===== config.mk =====
export PLATFORM = sky130hd
export DESIGN_NAME = time_period_command_parser_unit
export DESIGN_NICKNAME = d
export VERILOG_FILES = /design/src/hw/rtl/tpcp_pkg.sv /design/src/hw/rtl/time_period_command_parser_unit.sv /design/src/hw/rtl/tpcp_front.sv /design/src/hw/rtl/tpcp_queue.sv /design/src/hw/rtl/tpcp_back.sv
export SDC_FILE = /design/constraint.sdc
export NUM_CORES = 1
export LEC_CHECK = 0
export BUFFER_PORTS_ARGS = -buffer_cell sky130_fd_sc_hd__buf_4
export CAP_MARGIN = 20
export CORE_MARGIN = 1.5
export CORE_UTILIZATION = 40
export CTS_BUF_LIST = sky130_fd_sc_hd__clkbuf_8
export CTS_CLUSTER_DIAMETER = 80
export DETAILED_ROUTE_END_ITERATION = 10
export GPL_TIMING_DRIVEN = 0
export HOLD_SLACK_MARGIN = 0.08
export PLACE_DENSITY = 0.53
export SYNTH_ARGS = -nofsm -noshare
export SYNTH_HDL_FRONTEND = slang
export SYNTH_SLANG_ARGS = --single-unit

===== constraint.sdc =====
create_clock -name clk -period 6.5 [get_ports clk]
set_clock_uncertainty 0.2 [all_clocks]
set_input_delay 0.65 -clock clk [delete_from_list [all_inputs] [get_ports clk]]
set_output_delay 0.65 -clock clk [all_outputs]
set_load 0.05 [all_outputs]

===== src/hw/rtl/tpcp_pkg.sv =====
// tpcp_pkg: shared types and constants for the time/period command parser
// no dependencies; used by the top, front, queue and back modules
`default_nettype none

package tpcp_pkg;

	// result status codes
	localparam logic [1:0] ST_OK      = 2'd0;
	localparam logic [1:0] ST_UNKNOWN = 2'd1;
	localparam logic [1:0] ST_FORMAT  = 2'd2;
	localparam logic [1:0] ST_RANGE   = 2'd3;

	// command kind codes
	localparam logic [1:0] KIND_NONE   = 2'd0;
	localparam logic [1:0] KIND_TIME   = 2'd1;
	localparam logic [1:0] KIND_PERIOD = 2'd2;

	localparam int PREFIX_LEN = 8;
	localparam logic [7:0] PREFIX_TEXT [PREFIX_LEN] = '{
		8'h53, 8'h45, 8'h54, 8'h5F, 8'h54, 8'h49, 8'h4D, 8'h45
	};

	localparam logic [7:0] CHAR_SPACE = 8'h20;
	localparam logic [7:0] CHAR_COLON = 8'h3A;
	localparam logic [7:0] CHAR_EQUAL = 8'h3D;
	localparam logic [7:0] CHAR_ZERO  = 8'h30;
	localparam logic [7:0] CHAR_NINE  = 8'h39;

	// classified character as it travels from front to back
	typedef struct packed {
		logic                  eol;
		logic                  is_digit;
		logic [3:0]            digit;
		logic                  is_colon;
		logic                  is_eq;
		logic                  is_space;
		logic [PREFIX_LEN-1:0] pmatch;
	} item_t;

endpackage

`default_nettype wire


===== src/hw/rtl/time_period_command_parser_unit.sv =====
// time_period_command_parser_unit: top level of the command line parser
// depends on tpcp_pkg, tpcp_front, tpcp_queue, tpcp_back
//
// channel  dir  payload
// s_*      in   tdata[7:0] char_code, tlast end_of_line
// m_*      out  tdata status, cmd_kind, hours, minutes, seconds, period
//
// one character per cycle unless an end marker waits for the result slot; an item
// passes classifier, a two-entry queue and the parser register; the result valid
// flag is set when the parser takes the end marker from the queue
// reset clears the queue, the parser state and the result valid flag
// the parser stalls only on an end marker while a result is still waiting
// characters keep flowing into the queue until it is full
`default_nettype none

module time_period_command_parser_unit (
	input  wire logic        clk,
	input  wire logic        arst_n,
	input  wire logic        s_tvalid,
	output logic             s_tready,
	input  wire logic [7:0]  s_tdata,   // [7:0] char_code
	input  wire logic        s_tlast,
	output logic             m_tvalid,
	input  wire logic        m_tready,
	output logic [31:0]      m_tdata    // [1:0] status, [3:2] cmd_kind, [8:4] hours,
	                                    // [14:9] minutes, [20:15] seconds, [26:21] period
);

	tpcp_pkg::item_t front_item;
	tpcp_pkg::item_t q_head;
	logic            q_full;
	logic            q_push;
	logic            q_valid;
	logic            q_pop;

	logic [1:0] status;
	logic [1:0] cmd_kind;
	logic [4:0] hours;
	logic [5:0] minutes;
	logic [5:0] seconds;
	logic [5:0] period;

	tpcp_front u_front (
		.in_valid    (s_tvalid),
		.in_ready    (s_tready),
		.char_code   (s_tdata),
		.end_of_line (s_tlast),
		.q_full      (q_full),
		.q_push      (q_push),
		.q_item      (front_item)
	);

	tpcp_queue u_queue (
		.clk       (clk),
		.arst_n    (arst_n),
		.push      (q_push),
		.push_item (front_item),
		.full      (q_full),
		.pop       (q_pop),
		.not_empty (q_valid),
		.head      (q_head)
	);

	tpcp_back u_back (
		.clk       (clk),
		.arst_n    (arst_n),
		.q_valid   (q_valid),
		.q_head    (q_head),
		.q_pop     (q_pop),
		.out_valid (m_tvalid),
		.out_ready (m_tready),
		.status    (status),
		.cmd_kind  (cmd_kind),
		.hours     (hours),
		.minutes   (minutes),
		.seconds   (seconds),
		.period    (period)
	);

	assign m_tdata = {5'd0, period, seconds, minutes, hours, cmd_kind, status};

endmodule

`default_nettype wire


===== src/hw/rtl/tpcp_front.sv =====
// tpcp_front: accepts characters and classifies them for the parser
// depends on tpcp_pkg
`default_nettype none

module tpcp_front (
	input  wire logic          in_valid,
	output logic               in_ready,
	input  wire logic [7:0]    char_code,
	input  wire logic          end_of_line,
	input  wire logic          q_full,
	output logic               q_push,
	output tpcp_pkg::item_t    q_item
);

	always_comb begin
		q_item          = '0;
		q_item.eol      = end_of_line;
		q_item.is_digit = (char_code >= tpcp_pkg::CHAR_ZERO) &&
			(char_code <= tpcp_pkg::CHAR_NINE);
		q_item.digit    = char_code[3:0];
		q_item.is_colon = (char_code == tpcp_pkg::CHAR_COLON);
		q_item.is_eq    = (char_code == tpcp_pkg::CHAR_EQUAL);
		q_item.is_space = (char_code == tpcp_pkg::CHAR_SPACE);
		// one compare per prefix position, back picks the one it needs
		for (int i = 0; i < tpcp_pkg::PREFIX_LEN; i++) begin
			q_item.pmatch[i] = (char_code == tpcp_pkg::PREFIX_TEXT[i]);
		end
	end

	assign in_ready = !q_full;
	assign q_push   = in_valid && !q_full;

endmodule

`default_nettype wire


===== src/hw/rtl/tpcp_queue.sv =====
// tpcp_queue: two-entry queue of classified items between front and back
// depends on tpcp_pkg
`default_nettype none

module tpcp_queue (
	input  wire logic            clk,
	input  wire logic            arst_n,
	input  wire logic            push,
	input  wire tpcp_pkg::item_t push_item,
	output logic                 full,
	input  wire logic            pop,
	output logic                 not_empty,
	output tpcp_pkg::item_t      head
);

	tpcp_pkg::item_t mem_q [2];
	logic            wr_ptr_q;
	logic            rd_ptr_q;
	logic [1:0]      count_q;

	assign full      = (count_q == 2'd2);
	assign not_empty = (count_q != 2'd0);
	assign head      = mem_q[rd_ptr_q];

	always_ff @(posedge clk) begin
		if (push) begin
			mem_q[wr_ptr_q] <= push_item;
		end
	end

	always_ff @(posedge clk or negedge arst_n) begin
		if (!arst_n) begin
			wr_ptr_q <= 1'b0;
			rd_ptr_q <= 1'b0;
			count_q  <= 2'd0;
		end else begin
			if (push) begin
				wr_ptr_q <= !wr_ptr_q;
			end
			if (pop) begin
				rd_ptr_q <= !rd_ptr_q;
			end
			if (push && !pop) begin
				count_q <= count_q + 2'd1;
			end else if (pop && !push) begin
				count_q <= count_q - 2'd1;
			end
		end
	end

endmodule

`default_nettype wire


===== src/hw/rtl/tpcp_back.sv =====
// tpcp_back: parser state machine and result register
// depends on tpcp_pkg
`default_nettype none

module tpcp_back (
	input  wire logic            clk,
	input  wire logic            arst_n,
	input  wire logic            q_valid,
	input  wire tpcp_pkg::item_t q_head,
	output logic                 q_pop,
	output logic                 out_valid,
	input  wire logic            out_ready,
	output logic [1:0]           status,
	output logic [1:0]           cmd_kind,
	output logic [4:0]           hours,
	output logic [5:0]           minutes,
	output logic [5:0]           seconds,
	output logic [5:0]           period
);

	localparam logic [2:0] PH_SKIP     = 3'd0;
	localparam logic [2:0] PH_PREFIX   = 3'd1;
	localparam logic [2:0] PH_TIME     = 3'd2;
	localparam logic [2:0] PH_PERIOD   = 3'd3;
	localparam logic [2:0] PH_UNKNOWN  = 3'd4;
	localparam logic [2:0] PH_T_FMT    = 3'd5;
	localparam logic [2:0] PH_TIME_FMT = 3'd6;

	localparam logic [6:0] ACC_MAX = 7'd127;

	logic [2:0] phase_q;
	logic [3:0] match_pos_q;
	logic [3:0] value_pos_q;
	logic [6:0] hour_acc_q;
	logic [6:0] minute_acc_q;
	logic [6:0] second_acc_q;
	logic [6:0] period_acc_q;
	logic       format_bad_q;

	logic [2:0]  phase_d;
	logic [3:0]  match_pos_d;
	logic [3:0]  value_pos_d;
	logic [6:0]  hour_acc_d;
	logic [6:0]  minute_acc_d;
	logic [6:0]  second_acc_d;
	logic [6:0]  period_acc_d;
	logic        format_bad_d;

	logic [1:0]  res_status;
	logic [1:0]  res_kind;
	logic [4:0]  res_hours;
	logic [5:0]  res_minutes;
	logic [5:0]  res_seconds;
	logic [5:0]  res_period;

	logic        prefix_hit;
	logic [10:0] period_next;

	// an end marker needs the result slot, plain characters never wait
	assign q_pop = q_valid && (!q_head.eol || !out_valid || out_ready);

	assign prefix_hit = !match_pos_q[3] && q_head.pmatch[match_pos_q[2:0]];
	assign period_next = {1'b0, period_acc_q, 3'b000} + {3'b000, period_acc_q, 1'b0} +
		{7'd0, q_head.digit};

	always_comb begin
		phase_d      = phase_q;
		match_pos_d  = match_pos_q;
		value_pos_d  = value_pos_q;
		hour_acc_d   = hour_acc_q;
		minute_acc_d = minute_acc_q;
		second_acc_d = second_acc_q;
		period_acc_d = period_acc_q;
		format_bad_d = format_bad_q;

		res_status  = tpcp_pkg::ST_UNKNOWN;
		res_kind    = tpcp_pkg::KIND_NONE;
		res_hours   = '0;
		res_minutes = '0;
		res_seconds = '0;
		res_period  = '0;

		if (!q_head.eol) begin
			case (phase_q)
				PH_SKIP, PH_PREFIX: begin
					if (phase_q == PH_PREFIX || !q_head.is_space) begin
						if (prefix_hit) begin
							match_pos_d = match_pos_q + 4'd1;
							phase_d     = PH_PREFIX;
						end else if (match_pos_q == 4'd5 && q_head.is_eq) begin
							phase_d = PH_PERIOD;
						end else if (match_pos_q == 4'd8 && q_head.is_eq) begin
							phase_d = PH_TIME;
						end else if (match_pos_q < 4'd5) begin
							phase_d = PH_UNKNOWN;
						end else if (match_pos_q < 4'd8) begin
							phase_d = PH_T_FMT;
						end else begin
							phase_d = PH_TIME_FMT;
						end
					end
				end
				PH_TIME: begin
					if (value_pos_q >= 4'd8) begin
						value_pos_d = 4'd9;
					end else begin
						value_pos_d = value_pos_q + 4'd1;
						if (value_pos_q == 4'd2 || value_pos_q == 4'd5) begin
							if (!q_head.is_colon) begin
								format_bad_d = 1'b1;
							end
						end else if (!q_head.is_digit) begin
							format_bad_d = 1'b1;
						end else if (value_pos_q < 4'd2) begin
							hour_acc_d = 7'({hour_acc_q, 3'b000} +
								{2'b00, hour_acc_q, 1'b0} + {6'd0, q_head.digit});
						end else if (value_pos_q < 4'd5) begin
							minute_acc_d = 7'({minute_acc_q, 3'b000} +
								{2'b00, minute_acc_q, 1'b0} + {6'd0, q_head.digit});
						end else begin
							second_acc_d = 7'({second_acc_q, 3'b000} +
								{2'b00, second_acc_q, 1'b0} + {6'd0, q_head.digit});
						end
					end
				end
				PH_PERIOD: begin
					value_pos_d = 4'd1;
					if (!q_head.is_digit) begin
						format_bad_d = 1'b1;
					end else if (period_next > {4'd0, ACC_MAX}) begin
						period_acc_d = ACC_MAX;
					end else begin
						period_acc_d = period_next[6:0];
					end
				end
				default: begin
				end
			endcase
		end else begin
			case (phase_q)
				PH_PREFIX: begin
					if (match_pos_q >= 4'd8) begin
						res_status = tpcp_pkg::ST_FORMAT;
						res_kind   = tpcp_pkg::KIND_TIME;
					end else if (match_pos_q >= 4'd5) begin
						res_status = tpcp_pkg::ST_FORMAT;
						res_kind   = tpcp_pkg::KIND_PERIOD;
					end
				end
				PH_T_FMT: begin
					res_status = tpcp_pkg::ST_FORMAT;
					res_kind   = tpcp_pkg::KIND_PERIOD;
				end
				PH_TIME_FMT: begin
					res_status = tpcp_pkg::ST_FORMAT;
					res_kind   = tpcp_pkg::KIND_TIME;
				end
				PH_TIME: begin
					res_kind = tpcp_pkg::KIND_TIME;
					if (format_bad_q || value_pos_q != 4'd8) begin
						res_status = tpcp_pkg::ST_FORMAT;
					end else if (hour_acc_q > 7'd23 || minute_acc_q > 7'd59 ||
						second_acc_q > 7'd59) begin
						res_status = tpcp_pkg::ST_RANGE;
					end else begin
						res_status  = tpcp_pkg::ST_OK;
						res_hours   = hour_acc_q[4:0];
						res_minutes = minute_acc_q[5:0];
						res_seconds = second_acc_q[5:0];
					end
				end
				PH_PERIOD: begin
					res_kind = tpcp_pkg::KIND_PERIOD;
					if (format_bad_q || value_pos_q == 4'd0) begin
						res_status = tpcp_pkg::ST_FORMAT;
					end else if (period_acc_q < 7'd2 || period_acc_q > 7'd60) begin
						res_status = tpcp_pkg::ST_RANGE;
					end else begin
						res_status = tpcp_pkg::ST_OK;
						res_period = period_acc_q[5:0];
					end
				end
				default: begin
				end
			endcase
			// back to the start state after every line
			phase_d      = PH_SKIP;
			match_pos_d  = '0;
			value_pos_d  = '0;
			hour_acc_d   = '0;
			minute_acc_d = '0;
			second_acc_d = '0;
			period_acc_d = '0;
			format_bad_d = 1'b0;
		end
	end

	always_ff @(posedge clk or negedge arst_n) begin
		if (!arst_n) begin
			phase_q      <= PH_SKIP;
			match_pos_q  <= '0;
			value_pos_q  <= '0;
			hour_acc_q   <= '0;
			minute_acc_q <= '0;
			second_acc_q <= '0;
			period_acc_q <= '0;
			format_bad_q <= 1'b0;
			out_valid    <= 1'b0;
		end else begin
			if (q_pop) begin
				phase_q      <= phase_d;
				match_pos_q  <= match_pos_d;
				value_pos_q  <= value_pos_d;
				hour_acc_q   <= hour_acc_d;
				minute_acc_q <= minute_acc_d;
				second_acc_q <= second_acc_d;
				period_acc_q <= period_acc_d;
				format_bad_q <= format_bad_d;
			end
			if (q_pop && q_head.eol) begin
				out_valid <= 1'b1;
			end else if (out_ready) begin
				out_valid <= 1'b0;
			end
		end
	end

	always_ff @(posedge clk) begin
		if (q_pop && q_head.eol) begin
			status   <= res_status;
			cmd_kind <= res_kind;
			hours    <= res_hours;
			minutes  <= res_minutes;
			seconds  <= res_seconds;
			period   <= res_period;
		end
	end

endmodule

`default_nettype wire

==> flow_metrics.tcl <==
set metrics [dict create \
    outcome "finished, final reports clean" \
    grt-ovfl-total 0 \
    grt_pass1_vias 4107 \
    dpl.hpwl_um 9330 \
    ys.flop_type "edfxtp_1" \
    end_kind "register" \
    fp.coreArea_sq_um 14500 \
    crit_chain "buf_6, buf_6, mux2i_1, fa_1, inv_1, ha_1, a211o_1, a211o_1, o211a_1, o41ai_2, a31oi_1" \
    track_usage_pct 16.9 \
    max_stage_delay_ns 0.55 \
    cp_max_fo 10 \
    synth.top_cell.area_share_pct 29.0 \
    worstMarginPinSlew_ns 0.865 \
    cp.arrival_ns 3.81 \
    drv_cap 0 \
    area_delta_synth_final_pct 12.9 \
    rows 44 \
    fmax_mhz 264 \
    period_share_pct 58.2 \
    yosys.area_share.adder_pct 12.2 \
    setup_viol 0 \
    root_buffer "clkbuf_8" \
    portBuffers 41 \
    grt_pass1_wl_um 20900 \
    initial_utilization_pct 40.8 \
    critPathTopFamily "compound AO/OA/AOI/OAI gates" \
    clock_latency_ns 0.39 \
    holdPathStages 1 \
    tns_ns 0 \
    crit_slowest_cell "o41ai_2" \
    r2r_cells 11 \
    synth_edf_count 57 \
    dp.cells 752 \
    drt_wl_total_um 12300 \
    synth_xor_area_share_pct 3.11 \
    io_pins 47 \
    ant_nets 0 \
    synth.area.top_cells "edfxtp_1 (29%), dfrtp_1 (19%), ha_1 (9.5%)" \
    hold_class "input port to register" \
    cts_buffers 9 \
    avgRoutedWirePerCell_um 16.0 \
    crit_cells 11 \
    cts.path.max_buffers 2 \
    synthTopCellsByCount "edfxtp_1 (57), dfrtp_1 (45), ha_1 (45)" \
    drc 0 \
    synth_top_family_by_area "compound AO/OA/AOI/OAI gates" \
    required_ns 6.53 \
    drv_slew 0 \
    drt_iter0_markers 203 \
    cp-start-kind "register" \
    fin_crit_ns 3.78 \
    diodes 0 \
    synth_area_leader_cell "edfxtp_1" \
    via_per_inst 5.26 \
    cts_setup_buffers 0 \
    h-tree-depth 3 \
    path_clk_slew_ns 0.10 \
    die_x_um 125 \
    syn_inst 521 \
    yosysSeqAreaShare_pct 48.0 \
    die_h_um 125 \
    hold_viol 0 \
    hold_slack_ns 0.249 \
    yosys_warnings 0 \
    syn-cell-area_sq_um 5910 \
    peakVddDrop_mv 0.253 \
    slew_headroom_pct 41.9 \
    synth_simple_gate_area_share_pct 13.5 \
    cts_hold_buf 1 \
    routabilityCongestion 0.812 \
    ys_async_sr_fraction_pct 44.1 \
    path_buf_inv 3 \
    route.vias.total 4042 \
    rsz0062_at_grt "no" \
    drive_above_1_share_pct 16.2 \
    drt-pass1-iter-count 4 \
    power.density_nw_per_um2 388 \
    die_area_sq_um 15500 \
    ys_types 64 \
    synth-compound-area-share_pct 14.4 \
    crit_type "register to register" \
    postLayoutCoreUtil_pct 46.1 \
    cts_tree "done" \
    ys_seq_elements 102 \
    syn_area_per_cell_sq_um 11.3 \
    antenna_found_initial 0 \
    cts.sinks 102 \
    synth_mux_area_share_pct 4.64 \
    grt_max_degree 46 \
    cellLeakagePower_nw 2.93 \
    nets 646 \
    instances_no_fill 769 \
    ctsResizeCount 0 \
    synth_most_common_cell "edfxtp_1" \
]
-- sequential cells by signal (all words and copies together) (netlist names), 2 cells and up --
signal and flops:
u_back.phase_q 3, u_queue.mem_q 30, u_back.period 6, u_back.status 2
u_back.cmd_kind 2, u_queue.count_q 2, u_back.period_acc_q 7, u_back.minute_acc_q 7
u_back.value_pos_q 4, u_back.minutes 6, u_back.seconds 6, u_back.hour_acc_q 7
u_back.match_pos_q 4, u_back.second_acc_q 7, u_back.hours 5
-- cells by family (layout without fill, tap and decap cells) --
family | Yosys count | count (layout)
muxes | 20 | 20
DFF | 102 | 102
AOI/OAI and AO/OA | 122 | 122
xor gates and xnor gates | 21 | 21
and+or+nand+nor | 150 | 150
other | 1 | 5
adders and majority gates | 53 | 53
buffers and inverters | 52 | 112
-- cell usage in the layout (no fill, tap or decap), types with 6 or more instances in the layout --
cell type  count
a21o_1        10
a21oi_1       23
a22o_1         6
a31oi_1       11
and2_1        26
buf_4         47
clkbuf_1       9
clkbuf_8       9
dfrtp_1       45
edfxtp_1      57
fa_1           8
ha_1          45
inv_1         33
mux2_2         9
mux2i_1        6
nand2_1       25
nand2b_1       6
nand3_1        6
nor2_1        36
nor2b_1        8
nor3_1         9
nor4_1         7
o21ai_0       22
o31ai_1       12
xnor2_1       13
xor2_1         8
-- per-layer routing --
layer / up-vias / part of all wire [%] / global-route usage [%]
met5: - / 0 / 0
met4: 0 / 1.7 / 6.42
met3: 18 / 3.7 / 2.79
met2: 73 / 48 / 27.4
met1: 1938 / 47 / 22.9
li1: 2013 / - / -
-- worst paths after layout --
kind / from / endpoint / slack (ns)
max in group asynchronous: arst_n / u_back.match_pos_q[2] / 5.08
max reg2reg: u_queue.rd_ptr_q / u_back.period_acc_q[5] / 2.72
max: u_queue.rd_ptr_q / u_back.period_acc_q[5] / 2.72
min: s_tlast / u_queue.mem_q[1][16] / 0.25
min in group asynchronous: arst_n / u_back.minute_acc_q[3] / 0.61
min reg2reg: u_queue.wr_ptr_q / u_queue.wr_ptr_q / 0.29
-- report_power, final --
group,internal (mW),switching [mW]
Sequential,0.873,0.0876
Clock,0.135,0.219
Combinational,0.456,0.818
-- through the flow --
stage               instance area [sq um]  worst slack [ns]  power (mW)
floorplan                            5920              3.18        1.89
global placement                     6460              2.74        2.21
detailed placement                   6500              2.69        2.26
CTS                                  6670              2.66        2.62
global route                         6670              2.44        2.77
finish                               6670              2.72        2.59
-- layout make-up --
class                   count  area [sq um]
fillers                  1379          7810
inverters                  30           113
plain buffers              22           123
multi-input cells         371          2850
well taps                 184           230
repair buffers             44           353
flip-flops and latches    102          2840
clock buffers               9           124
clock inverters             7          37.5
Power figures use the tool's default switching activity.
